## src/rtl/gcrsde_pkg.sv

```systemverilog
// Shared types, constants and the 4-to-5 GCR group encoder for the sector data encoder.
// No dependencies.
package gcrsde_pkg;

   localparam int unsigned QueueDepth = 4;
   localparam int unsigned QueuePtrW  = $clog2(QueueDepth);
   localparam int unsigned GroupBytes = 5;
   localparam int unsigned CountW     = $clog2(GroupBytes);

   localparam logic [7:0]  BLOCK_ID    = 8'h07;
   localparam logic [7:0]  SECTOR_LAST = 8'hff;
   localparam logic [23:0] GROUP_START = {BLOCK_ID, 16'h0000};

   localparam logic [CountW-1:0] LAST_BYTE = CountW'(GroupBytes - 1);

   localparam logic [4:0] NIB_CODE [16] = '{
      5'h0a, 5'h0b, 5'h12, 5'h13, 5'h0e, 5'h0f, 5'h16, 5'h17,
      5'h09, 5'h19, 5'h1a, 5'h1b, 5'h0d, 5'h1d, 5'h1e, 5'h15
   };

   // one group of four block bytes, first byte in bits 31:24
   typedef struct packed {
      logic [31:0] group_bytes;
      logic        final_group;
   } group_entry_type;

   typedef struct packed {
      logic            push;
      group_entry_type entry;
   } queue_push_type;

   typedef struct packed {
      logic            valid;
      group_entry_type entry;
   } queue_head_type;

   // eight nibbles, high nibble first, each to a 5-bit code
   function automatic logic [39:0] encode_group(input logic [31:0] grp);
      logic [39:0] bits;
      bits = '0;
      for (int i = 0; i < 8; i++) begin
         bits[39 - 5*i -: 5] = NIB_CODE[grp[31 - 4*i -: 4]];
      end
      return bits;
   endfunction

endpackage

```

## src/rtl/gcrsde_front.sv

```systemverilog
// Front end: takes data bytes, keeps position and checksum, assembles groups of four.
// Depends on gcrsde_pkg.
module gcrsde_front
   import gcrsde_pkg::*;
(
   input  logic           clock,
   input  logic           reset,
   input  logic           req_tvalid,
   output logic           req_tready,
   input  logic [7:0]     req_tdata,
   input  logic           queue_full,
   output queue_push_type push_out
);

   logic [7:0]  pos_ff, pos_in;
   logic [7:0]  xor_ff, xor_in;
   logic [23:0] pend_ff, pend_in;
   logic        take;

   assign req_tready = !queue_full;
   assign take       = req_tvalid && req_tready;

   always_comb begin
      pos_in   = pos_ff;
      xor_in   = xor_ff;
      pend_in  = pend_ff;
      push_out = '0;
      if (take) begin
         xor_in = xor_ff ^ req_tdata;
         if (pos_ff == SECTOR_LAST) begin
            // last data byte, checksum, two zero pads
            push_out.push                    = 1'b1;
            push_out.entry.group_bytes       = {req_tdata, xor_in, 16'h0000};
            push_out.entry.final_group       = 1'b1;
            pos_in  = '0;
            xor_in  = '0;
            pend_in = GROUP_START;
         end else begin
            pos_in = pos_ff + 8'd1;
            case (pos_ff[1:0])
               2'd0: pend_in[15:8]  = req_tdata;
               2'd1: pend_in[7:0]   = req_tdata;
               2'd2: begin
                  push_out.push              = 1'b1;
                  push_out.entry.group_bytes = {pend_ff, req_tdata};
                  push_out.entry.final_group = 1'b0;
                  pend_in = '0;
               end
               2'd3: pend_in[23:16] = req_tdata;
               default: pend_in = pend_ff;
            endcase
         end
      end
   end

   always_ff @(posedge clock) begin
      if (reset) begin
         pos_ff  <= '0;
         xor_ff  <= '0;
         pend_ff <= GROUP_START;
      end else begin
         pos_ff  <= pos_in;
         xor_ff  <= xor_in;
         pend_ff <= pend_in;
      end
   end

endmodule

```

## src/rtl/gcrsde_queue.sv

```systemverilog
// Short group queue between front and back end.
// Depends on gcrsde_pkg.
module gcrsde_queue
   import gcrsde_pkg::*;
(
   input  logic           clock,
   input  logic           reset,
   input  queue_push_type push_in,
   output logic           full,
   input  logic           pop,
   output queue_head_type head
);

   group_entry_type         mem_ff [QueueDepth];
   logic [QueuePtrW-1:0]    wr_ptr_ff, wr_ptr_in;
   logic [QueuePtrW-1:0]    rd_ptr_ff, rd_ptr_in;
   logic [QueuePtrW:0]      count_ff, count_in;
   logic                    do_push, do_pop;

   assign full       = (count_ff == (QueuePtrW+1)'(QueueDepth));
   assign head.valid = (count_ff != '0);
   assign head.entry = mem_ff[rd_ptr_ff];

   assign do_push = push_in.push && !full;
   assign do_pop  = pop && head.valid;

   always_comb begin
      wr_ptr_in = do_push ? wr_ptr_ff + 1'b1 : wr_ptr_ff;
      rd_ptr_in = do_pop  ? rd_ptr_ff + 1'b1 : rd_ptr_ff;
      count_in  = count_ff;
      if (do_push && !do_pop) begin
         count_in = count_ff + 1'b1;
      end else if (do_pop && !do_push) begin
         count_in = count_ff - 1'b1;
      end
   end

   always_ff @(posedge clock) begin
      if (do_push) begin
         mem_ff[wr_ptr_ff] <= push_in.entry;
      end
   end

   always_ff @(posedge clock) begin
      if (reset) begin
         wr_ptr_ff <= '0;
         rd_ptr_ff <= '0;
         count_ff  <= '0;
      end else begin
         wr_ptr_ff <= wr_ptr_in;
         rd_ptr_ff <= rd_ptr_in;
         count_ff  <= count_in;
      end
   end

endmodule

```

## src/rtl/gcrsde_back.sv

```systemverilog
// Back end: encodes a queued group to 40 bits and shifts it out one byte per cycle
// while rsp_tready is high. Depends on gcrsde_pkg.
module gcrsde_back
   import gcrsde_pkg::*;
(
   input  logic           clock,
   input  logic           reset,
   input  queue_head_type head,
   output logic           pop,
   output logic           rsp_tvalid,
   input  logic           rsp_tready,
   output logic [7:0]     rsp_tdata,
   output logic           rsp_tlast,
   output logic           rsp_tuser
);

   logic              busy_ff, busy_in;
   logic [39:0]       bits_ff, bits_in;
   logic [CountW-1:0] cnt_ff, cnt_in;
   logic              final_ff, final_in;
   logic              sent, at_last;

   assign rsp_tvalid = busy_ff;
   assign rsp_tdata  = bits_ff[39:32];
   assign at_last    = (cnt_ff == LAST_BYTE);
   assign rsp_tlast  = at_last;
   assign rsp_tuser  = final_ff && at_last;
   assign sent       = busy_ff && rsp_tready;

   // load the next group with no bubble after the fifth byte
   assign pop = head.valid && (!busy_ff || (sent && at_last));

   always_comb begin
      busy_in  = busy_ff;
      bits_in  = bits_ff;
      cnt_in   = cnt_ff;
      final_in = final_ff;
      if (pop) begin
         busy_in  = 1'b1;
         bits_in  = encode_group(head.entry.group_bytes);
         cnt_in   = '0;
         final_in = head.entry.final_group;
      end else if (sent) begin
         bits_in = {bits_ff[31:0], 8'h00};
         cnt_in  = cnt_ff + 1'b1;
         if (at_last) begin
            busy_in = 1'b0;
         end
      end
   end

   always_ff @(posedge clock) begin
      bits_ff  <= bits_in;
      final_ff <= final_in;
   end

   always_ff @(posedge clock) begin
      if (reset) begin
         busy_ff <= 1'b0;
         cnt_ff  <= '0;
      end else begin
         busy_ff <= busy_in;
         cnt_ff  <= cnt_in;
      end
   end

endmodule

```

## src/rtl/gcr_sector_data_encoder.sv

```systemverilog
// GCR sector data block encoder. The input item that completes a group writes it into the
// group queue; the back end then loads it into its shift register. One input item per cycle
// until the 4-entry group queue fills; the output side sends one byte per cycle while
// rsp_tready is high, 5 per group, so the back-end shifter sets the sustained rate.
// Reset (synchronous): start of sector, checksum zero, queue and output empty.
module gcr_sector_data_encoder
   import gcrsde_pkg::*;
(
   input  logic       clock,
   input  logic       reset,
   input  logic       req_tvalid,
   output logic       req_tready,
   input  logic [7:0] req_tdata,   // [7:0] data_byte
   output logic       rsp_tvalid,
   input  logic       rsp_tready,
   output logic [7:0] rsp_tdata,   // [7:0] gcr_byte
   output logic       rsp_tlast,
   output logic       rsp_tuser    // [0] end_of_sector
);

   queue_push_type push;
   queue_head_type head;
   logic           queue_full;
   logic           pop;

   gcrsde_front u_front (
      .clock      (clock),
      .reset      (reset),
      .req_tvalid (req_tvalid),
      .req_tready (req_tready),
      .req_tdata  (req_tdata),
      .queue_full (queue_full),
      .push_out   (push)
   );

   gcrsde_queue u_queue (
      .clock   (clock),
      .reset   (reset),
      .push_in (push),
      .full    (queue_full),
      .pop     (pop),
      .head    (head)
   );

   gcrsde_back u_back (
      .clock      (clock),
      .reset      (reset),
      .head       (head),
      .pop        (pop),
      .rsp_tvalid (rsp_tvalid),
      .rsp_tready (rsp_tready),
      .rsp_tdata  (rsp_tdata),
      .rsp_tlast  (rsp_tlast),
      .rsp_tuser  (rsp_tuser)
   );

endmodule
```

## config.mk

```make
export PLATFORM = sky130hd
export DESIGN_NAME = gcr_sector_data_encoder
export DESIGN_NICKNAME = d
export VERILOG_FILES = /design/src/rtl/gcrsde_pkg.sv /design/src/rtl/gcrsde_front.sv /design/src/rtl/gcrsde_queue.sv /design/src/rtl/gcrsde_back.sv /design/src/rtl/gcr_sector_data_encoder.sv
export SDC_FILE = /design/constraint.sdc
export NUM_CORES = 1
export LEC_CHECK = 0
export ABC_AREA = 1
export BUFFER_PORTS_ARGS = -buffer_cell sky130_fd_sc_hd__buf_2
export CAP_MARGIN = 20
export CORE_ASPECT_RATIO = 1.25
export CORE_MARGIN = 4
export CORE_UTILIZATION = 45
export CTS_CLUSTER_DIAMETER = 50
export CTS_CLUSTER_SIZE = 30
export DETAILED_ROUTE_END_ITERATION = 8
export PLACE_DENSITY = 0.65
export RECOVER_POWER = 25
export SLEW_MARGIN = 20
export SYNTH_ARGS = -nofsm -noshare
export SYNTH_HDL_FRONTEND = slang
export SYNTH_SLANG_ARGS = --single-unit
```

## constraint.sdc

```tcl
create_clock -name clock -period 4.6 [get_ports clock]
set_input_delay 0.46 -clock clock [delete_from_list [all_inputs] [get_ports clock]]
set_output_delay 0.46 -clock clock [all_outputs]
set_load 0.02 [all_outputs]
```

Word-level counts from Yosys, hierarchy flattened --
Memories as Yosys holds them, arrays and structs flattened. A register that Yosys moved wholly into a read port is not among the register bits. Index checks and enable logic that the tools add are counted.
Word-level totals: bits in registers 92, memory bits (writable) 132, ROM bits 640, input bits 12, output and inout bits 12, logic and storage cells 113, memories 9
Memories:
- u_queue.mem_ff | words 4, width 33, rd ports 1, clocked after memory_dff 1, wr ports 1, RTL line gcrsde_queue.sv:14 | group_entry_type mem_ff [QueueDepth];
- (name not given) | words 16, width 5, rd ports 1, clocked after memory_dff 0, wr ports 0, RTL line gcrsde_pkg.sv:42 | bits[39 - 5*i -: 5] = NIB_CODE[grp[31 - 4*i -: 4]];
- (name not given) | words 16, width 5, rd ports 1, clocked after memory_dff 0, wr ports 0, RTL line gcrsde_pkg.sv:42
- (name not given) | words 16, width 5, rd ports 1, clocked after memory_dff 0, wr ports 0, RTL line gcrsde_pkg.sv:42
- (name not given) | words 16, width 5, rd ports 1, clocked after memory_dff 0, wr ports 0, RTL line gcrsde_pkg.sv:42
- (name not given) | words 16, width 5, rd ports 1, clocked after memory_dff 0, wr ports 0, RTL line gcrsde_pkg.sv:42
- 3 more memories
Operators by class: add/sub/neg operators 6, magnitude comparators 8, eq/ne operators 6, multiplexer cells 36, bitwise gates (word level) 9, reductions and logical operators 27
Operators with widths (count):
- 34-bit 2-to-1 mux | 3
- 40-bit 2-to-1 mux | 2
- 5-bit 2-to-1 mux | 16
- 8-bit one-hot mux with 2 select lines | 3
- 5-bit >= comparator (second input constant) | 8
- 4-bit NOT with 5-bit output | 8
- 24-bit 2-to-1 mux | 1
- 8-bit 2-to-1 mux | 2
- 3-bit nonzero test | 4
- 1-bit logical AND | 9
- 8-bit by 1-bit adder with 8-bit output (second input constant) | 1
- 8-bit == test (second input constant) | 1
- 2-bit AND reduction | 4
- 8-bit bitwise XOR | 1
- 3-bit by 1-bit adder with 3-bit output (second input constant) | 2
- 3-bit == test (second input constant) | 2
- 3-bit 2-to-1 mux | 2
- 2-bit nonzero test | 3
- 1-bit 2-to-1 mux | 5
- 2-bit by 1-bit adder with 2-bit output (second input constant) | 2
- 2-bit == test (second input constant) | 2
- 1-bit logical NOT | 4
- 2-bit 2-to-1 mux | 2
- 3-bit by 1-bit subtractor with 3-bit output (second input constant) | 1
- other kinds (4) | 4

Longest topological paths before layout --
Gate-level depths: netlist of the first run.
depth in word-level cells 9, depth in mapped cells 16, gate-level depth less buffers 15

By module --
From an unflattened synthesis of the first run, not the netlist that was laid out.
Second synthesis, totals: cell total of the unflattened synthesis 1001, area, all modules 10089.7 µm²
Modules (own cells, without submodules):
- gcrsde_queue | times used 1, cells an instance 388, area each 5405.2 µm², sequential area each 4144.0 µm²
- gcrsde_back | times used 1, cells an instance 265, area each 2359.8 µm², sequential area each 1311.3 µm²
- gcrsde_front | times used 1, cells an instance 348, area each 2324.7 µm², sequential area each 800.8 µm²

Least setup slack after synthesis of the first run --
OpenSTA, ideal clock, no wires.
kind register -> register, from reg u_queue.count_ff[0], to reg u_back.bits_ff[0] (enable), setup time 0.493 ns, arrival time 3.438 ns, required time 4.107 ns, path slack 0.669 ns, stages on the path, launching flop included 5, path buffers 0, period minus slack after synthesis 3.931 ns, path through dfxtp_1 > nor2_2 > nand2_1 > inv_1 > o21ai_0
Between the ends: word-level cells in the longest chain between the ends 3
RTL lines:
- start: declaration | RTL line gcrsde_queue.sv:17 | logic [QueuePtrW:0] count_ff, count_in;
- start signal: assignment | RTL line gcrsde_queue.sv:52 | count_ff <= count_in;
- 3-bit nonzero test | RTL line gcrsde_queue.sv:21 | assign head.valid = (count_ff != '0);
- 1-bit logical AND | RTL line gcrsde_back.sv:31 | assign pop = head.valid && (!busy_ff || (sent && at_last));
- 2-bit nonzero test (no source line)
- end signal: assignment | RTL line gcrsde_back.sv:53 | bits_ff <= bits_in;
- end: declaration | RTL line gcrsde_back.sv:18 | logic [39:0] bits_ff, bits_in;
No other way between the ends. A chain may end at the register's enable or synchronous reset.

Final worst setup path of the first run --
from reg u_front.pos_ff[1], to reg u_queue.count_ff[2]
Between the ends: word-level cells in the longest chain between the ends 8, elaborated cells on any way between the ends 11
RTL lines:
- start: declaration | RTL line gcrsde_front.sv:15 | logic [7:0] pos_ff, pos_in;
- start signal: assignment | RTL line gcrsde_front.sv:62 | pos_ff <= pos_in;
- 2-bit == test | RTL line gcrsde_front.sv:40 | case (pos_ff[1:0])
- 34-bit 2-to-1 mux | RTL line gcrsde_front.sv:40
- 34-bit 2-to-1 mux (*) | RTL line gcrsde_front.sv:30 | if (pos_ff == SECTOR_LAST) begin
- 34-bit 2-to-1 mux (*) | RTL line gcrsde_front.sv:28 | if (take) begin
- 1-bit logical AND (*) | RTL line gcrsde_queue.sv:24 | assign do_push = push_in.push && !full;
- named net u_queue.do_push | RTL line gcrsde_queue.sv:18 | logic do_push, do_pop;
- 1-bit logical NOT | RTL line gcrsde_queue.sv:33 | end else if (do_pop && !do_push) begin
- 1-bit logical AND | RTL line gcrsde_queue.sv:33
- 2-bit nonzero test (no source line)
Mark *: on every way through the listed nets, which the timed path passes. The rest lies on a longest branch.

==> results of run 1 <==
## cell type report
class | instances | area (sq um)
Fill cell | 1955 | 10600
Sequential cell | 226 | 6260
Multi-Input combinational cell | 691 | 3130
Clock buffer | 24 | 579
Tap cell | 279 | 349
Timing Repair Buffer | 31 | 241
Inverter | 64 | 240
Clock inverter | 17 | 228
## routing by layer
metal	up-vias	global-route usage, %	part of all wire, %
li1	3425	-	-
met1	3167	22.7	44
met2	134	28.3	48
met3	41	2.15	4.7
met4	0	5.98	2.9
met5	-	0	0
## synthesized netlist by cell type (11+ instances only)
cell / count / area share [%]
a21oi_1: 61 / 3.1
buf_2: 24 / 1.2
buf_4: 12 / 0.91
clkbuf_1: 13 / 0.49
dfxtp_1: 53 / 11
edfxtp_1: 173 / 52
inv_1: 57 / 2.2
nand2_1: 290 / 11
nand3_1: 60 / 3.0
nor2_1: 162 / 6.1
nor3_1: 12 / 0.61
o21ai_0: 41 / 2.1
xor2_1: 11 / 0.97
## critical path, cell delays in order, from the launching register on
cell     delay [ns]
dfxtp_1        0.41
ha_1           0.35
inv_1          0.10
nor2_1         0.26
nand2_4        0.31
nand2_2        0.20
nand2_2        0.27
inv_1          0.21
ha_1           0.17
inv_1          0.08
fa_1           0.44
nor2_1         0.11
nor2_1         0.04
nand2_1        0.07
o21ai_0        0.07
a21oi_1        0.14
## registers in the layout (all words and copies together) (netlist names), 2 cells and up, named ones only
signal             count
u_queue.rd_ptr_ff      2
u_back.bits_ff        40
u_queue.mem_ff       132
u_front.pend_ff       24
u_queue.count_ff       3
u_back.cnt_ff          3
u_queue.wr_ptr_ff      2
u_front.xor_ff         8
u_front.pos_ff         8
## kinds of logic (layout without fill, tap and decap cells)
logic type / after synthesis / after routing / synth area share, %
AO/OA/AOI/OAI: 122 / 122 / 6.49
XOR/XNOR: 13 / 13 / 1.15
adder cells (fa/ha/maj): 11 / 11 / 1.47
buffers and inverters: 118 / 136 / 5.55
flip-flops: 226 / 226 / 63.2
AND/OR/NAND/NOR: 545 / 545 / 22.2
## power groups by stage
stage | Clock (mW) | Sequential (mW) | Combinational [mW]
after floorplan | 0 | 2.79 | 1.60
after global placement | 0 | 2.79 | 2.00
after detailed placement | 0 | 2.80 | 2.04
after CTS | 1.99 | 2.75 | 2.05
after global routing | 2.08 | 2.79 | 2.31
final | 1.95 | 2.76 | 2.02
## path summary, 6_finish.rpt
path	from	to
hold reg to reg	u_front.pend_ff[12]	u_front.pend_ff[12]
hold / removal	rsp_tready	u_back.rsp_tvalid
setup / recovery	u_front.pos_ff[1]	u_queue.count_ff[2]
setup reg to reg	u_front.pos_ff[1]	u_queue.count_ff[2]
==> impl_metrics.py, run 1 <==
metrics = {
    "setup_path": {
        "worst_r2r_path_depth": 15,
        "worstSetupPathType": "flip-flop to flip-flop",
        "arrival_ns": 3.75,
        "start_kind": "flip-flop",
        "setup.worst_path.end_class": "flip-flop",
        "cp_max_fo": 45,
        "reg2reg_slack_ns": 1.29,
        "crit_required_ns": 5.04,
    },
    "finish": {
        "final_util_pct": 51.0,
        "drive_above_1_share_pct": 7.50,
        "area_growth_pct": 11.3,
        "final_common_cell": "nand2_1",
        "layout_common_cells": "292 x nand2_1, 173 x edfxtp_1, 160 x nor2_1",
        "num-nets-final": 1060,
        "fin_cells": 1332,
        "fin_area_sq_um": 11000,
        "antenna_cells": 0,
    },
    "clocking": {
        "cts_root_buf": "clkbuf_16",
        "postCtsSetupRepairBufs": 0,
        "cts_made_buffers": 23,
        "clk_pin_slew_ns": 0.07,
        "cts_max_level": 1,
        "tritoncts": "yes",
        "postCtsHoldBufs": 0,
        "insertion_delay_ns": 0.52,
        "cts_resized": 0,
        "cts_max_path_buffers": 3,
        "clock-sinks": 226,
    },
    "logic_synthesis": {
        "synth_fp_nets": 1058,
        "synth_edf_count": 173,
        "async_flop_share_pct": 0,
        "synth_cell_type_count": 35,
        "syn_area_sq_um": 9910,
        "synth_seq_area_share_pct": 63.2,
        "avgSynthCellArea_sq_um": 9.57,
        "yosysWarnings": 0,
        "synth_seq_cells": 226,
        "netlist_instances": 1035,
        "synthFlopType": "edfxtp_1",
    },
    "route": {
        "drt_iter0_drc": 482,
        "viasPerCell": 5.08,
        "wirelength_um": 20600,
        "drtAntennaViolNets": 0,
        "wl_per_cell_um": 15.5,
        "drtPass1Iterations": 5,
        "vias": 6767,
        "drc": 0,
    },
    "timing": {
        "worst_pin_slew_ns": 2.19,
        "maxSlewViolCount": 41,
        "fin_crit_sh_pct": 72.0,
        "final.min_clock_period_ns": 3.31,
        "setup_slack_ns": 1.29,
        "slew-limit-headroom_pct": -46.3,
        "fin_tns_setup_ns": 0,
        "hold_ws_ns": 0.324,
        "max_freq_mhz": 302,
        "hold_viol": 0,
        "rsz0062_at_grt": "false",
        "fin_skew_ns": 0.0169,
        "setup_viol": 0,
    },
    "floorplan": {
        "core_sq_um": 21600,
        "rows": 60,
        "die-area_sq_um": 24500,
        "die_h_um": 174,
        "die_width_um": 141,
        "start_util_pct": 45.8,
        "top_level_ports": 24,
    },
    "power": {
        "swShare_pct": 37.0,
        "combPwrFrac_pct": 30.1,
        "p_per_area_nw_per_um2": 611,
        "leakage_nw": 4.30,
        "power.total_mw": 6.73,
        "p_int_mw": 4.24,
        "pwr-share-clk_pct": 28.9,
        "p_seq_share_pct": 41.0,
        "ir_worst_vdd_mv": 0.424,
        "p_switching_mw": 2.49,
    },
    "grt": {
        "grt_max_degree": 70,
        "grt.overflow.total": 0,
        "track_usage_pct": 16.9,
        "grt_pass1_vias": 6491,
        "antenna_found_initial": 0,
        "grt_pass1_wl_um": 33200,
    },
    "min_path": {
        "hold_depth": 4,
        "hp-class": "input port to flip-flop",
    },
    "status": {
        "status": "finished, violations left",
        "failed_checks": "capacitance limit, slew limit",
    },
    "placement": {
        "dp_hpwl_um": 13100,
        "place_congestion": 0.875,
        "numPortBuffers": 23,
        "dp.cells": 1286,
        "placed_area_sq_um": 10100,
        "post-place-ws_ns": 1.47,
    },
    "job": {
        "maxCapViolCount": 1,
    },
}
Note: power is estimated with default switching activity, not from simulation.
==> run 2, diff against run 1 <==
--- a/config.mk
+++ b/config.mk
@@ -14,7 +14,7 @@
 export CTS_CLUSTER_DIAMETER = 50
 export CTS_CLUSTER_SIZE = 30
 export DETAILED_ROUTE_END_ITERATION = 8
-export PLACE_DENSITY = 0.65
+export PLACE_DENSITY = 0.67
 export RECOVER_POWER = 25
 export SLEW_MARGIN = 20
 export SYNTH_ARGS = -nofsm -noshare
==> constraint.sdc (replaced) <==
create_clock -name clock -period 2.8 [get_ports clock]
set_input_delay 0.28 -clock clock [delete_from_list [all_inputs] [get_ports clock]]
set_output_delay 0.28 -clock clock [all_outputs]
set_load 0.02 [all_outputs]
==> run 2 against run 1 <==
Compared with the run above: the flow now finishes without violations; critical endpoint is now u_queue.mem_ff[1][24]; first-iteration DRC count fell by 7.3%; register-to-register slack worse by 0.93 ns; highest routed layer unchanged; via count up 0.77%; global-route usage grew 0.56 points; flip-flop and latch count is the same; non-clock buffer count grew 10; fmax grew 36%; die area unchanged.
==> impl_metrics.py, run 2 (same netlist as run 1, synthesis figures left out) <==
metrics = {
    "floorplan": {
        "die_width_um": 141,
        "top_level_ports": 24,
        "rows": 60,
        "start_util_pct": 45.8,
        "die-area_sq_um": 24500,
        "die_h_um": 174,
        "core_sq_um": 21600,
    },
    "setup_path": {
        "setup.worst_path.end_class": "flip-flop",
        "worst_r2r_path_depth": 7,
        "crit_required_ns": 3.01,
        "rr_endpoint": "u_queue.mem_ff[1][24]",
        "crit_family": "simple AND/OR/NAND/NOR gates",
        "cp-endpoint": "u_queue.mem_ff[1][24]",
        "start_kind": "flip-flop",
        "arrival_ns": 2.65,
        "slowest_delay_ns": 0.66,
        "cp_num_cells": 7,
        "crit_path_cell_trace": "ha_1, inv_1, nor2_4, nand2_1, clkbuf_2, nor2_1, nor3_1",
        "worstSetupPathType": "flip-flop to flip-flop",
        "cp_num_buf_inv": 2,
        "r2r-start": "u_front.pos_ff[1]",
        "startpoint": "u_front.pos_ff[1]",
        "reg2reg_slack_ns": 0.36,
        "cpMaxStageDelayCell": "clkbuf_2",
        "cp_max_fo": 43,
    },
    "route": {
        "drtPass1Iterations": 5,
        "vias": 6819,
        "drc": 0,
        "viasPerCell": 5.10,
        "wl_per_cell_um": 15.8,
        "drt_iter0_drc": 447,
        "drtAntennaViolNets": 0,
        "wirelength_um": 21200,
    },
    "grt": {
        "track_usage_pct": 17.5,
        "grt_max_degree": 70,
        "grtUsageMet1_pct": 23.5,
        "grt_use_met3_pct": 2.26,
        "top_usage_layer": "met2",
        "grt_pass1_wl_um": 34600,
        "grt_pass1_vias": 6699,
        "antenna_found_initial": 0,
        "use_met2_pct": 29.5,
        "grt.overflow.total": 0,
    },
    "clocking": {
        "cts_max_level": 1,
        "cts_max_path_buffers": 3,
        "clk_pin_slew_ns": 0.07,
        "postCtsSetupRepairBufs": 0,
        "cts_root_buf": "clkbuf_16",
        "insertion_delay_ns": 0.50,
        "tritoncts": "yes",
        "cts_resized": 0,
        "postCtsHoldBufs": 0,
        "clock-sinks": 226,
        "cts_made_buffers": 20,
    },
    "timing": {
        "setup_viol": 0,
        "fin_crit_sh_pct": 87.1,
        "setup_slack_ns": 0.360,
        "hold_viol": 0,
        "final.min_clock_period_ns": 2.44,
        "max_freq_mhz": 410,
        "slew-limit-headroom_pct": 31.5,
        "rsz0062_at_grt": "false",
        "maxSlewViolCount": 0,
        "worst_pin_slew_ns": 1.03,
        "fin_skew_ns": 0.0115,
    },
    "power": {
        "ir_worst_vdd_mv": 0.501,
        "leakage_nw": 4.24,
        "power.total_mw": 10.7,
        "p_per_area_nw_per_um2": 984,
    },
    "placement": {
        "dp_hpwl_um": 13500,
        "place_congestion": 0.828,
        "post-place-ws_ns": 0.516,
        "placed_area_sq_um": 10300,
        "dp.cells": 1301,
        "numPortBuffers": 23,
    },
    "finish": {
        "area_growth_pct": 9.99,
        "fin_cells": 1337,
        "layout_common_cells": "294 x nand2_1, 173 x edfxtp_1, 159 x nor2_1",
        "largest-register": "u_queue.mem_ff",
        "final_common_cell": "nand2_1",
        "largest_reg_flops": 132,
        "num-nets-final": 1067,
        "final_util_pct": 50.4,
        "drive_above_1_share_pct": 7.75,
        "reg_top3": "u_queue.mem_ff (132), u_back.bits_ff (40), u_front.pend_ff (24)",
        "antenna_cells": 0,
        "fin_area_sq_um": 10900,
    },
    "status": {
        "status": "complete, no violations",
    },
    "min_path": {
        "hp-class": "input port to flip-flop",
    },
    "job": {
        "maxCapViolCount": 0,
    },
}
-- run 2: final cells by class --
class | count | area, sq um
multi-input combinational | 691 | 3110
tap | 279 | 349
clock buffer | 21 | 526
fill | 1980 | 10700
sequential | 226 | 6260
clock inverter | 15 | 153
timing repair buffer | 41 | 258
inverter | 64 | 240
-- run 2: worst min-delay path, cell delays in order --
cell and delay (ns):
buf_2 0.13, a21oi_1 0.07, o21ai_1 0.10
-- run 2: worst min-delay path by stage --
stage,start,to,slack (ns),cells after the start
after floorplan,reset,u_front.pend_ff[16],0.38,2
after global placement,u_front.pend_ff[15],u_front.pend_ff[15],0.45,2
after detailed placement,u_front.pend_ff[15],u_front.pend_ff[15],0.45,2
after CTS,req_tdata[1],u_front.pend_ff[17],0.11,3
after global routing,req_tdata[0],u_front.pend_ff[16],0.14,3
final,req_tdata[1],u_front.pend_ff[17],0.13,3
-- run 2: layer usage --
| metal | share of wire (%) | vias up |
|---|---|---|
| li1 | - | 3426 |
| met1 | 44 | 3197 |
| met2 | 49 | 160 |
| met3 | 4.9 | 36 |
| met4 | 2.3 | 0 |
| met5 | 0 | - |
-- run 2: through the flow --
stage	hold WS, ns	setup TNS [ns]
3_3_place_gp	0.449	0
3_5_place_dp	0.453	0
4_1_cts	0.114	0
2_1_floorplan	0.385	-39.56
6_report	0.126	0
5_1_grt	0.142	0
-- run 2: power breakdown --
part / total [mW] / internal, mW / switching, mW
Clock: 2.81 / 1.51 / 1.30
Combinational: 3.37 / 0.979 / 2.40
Sequential: 4.53 / 4.34 / 0.195
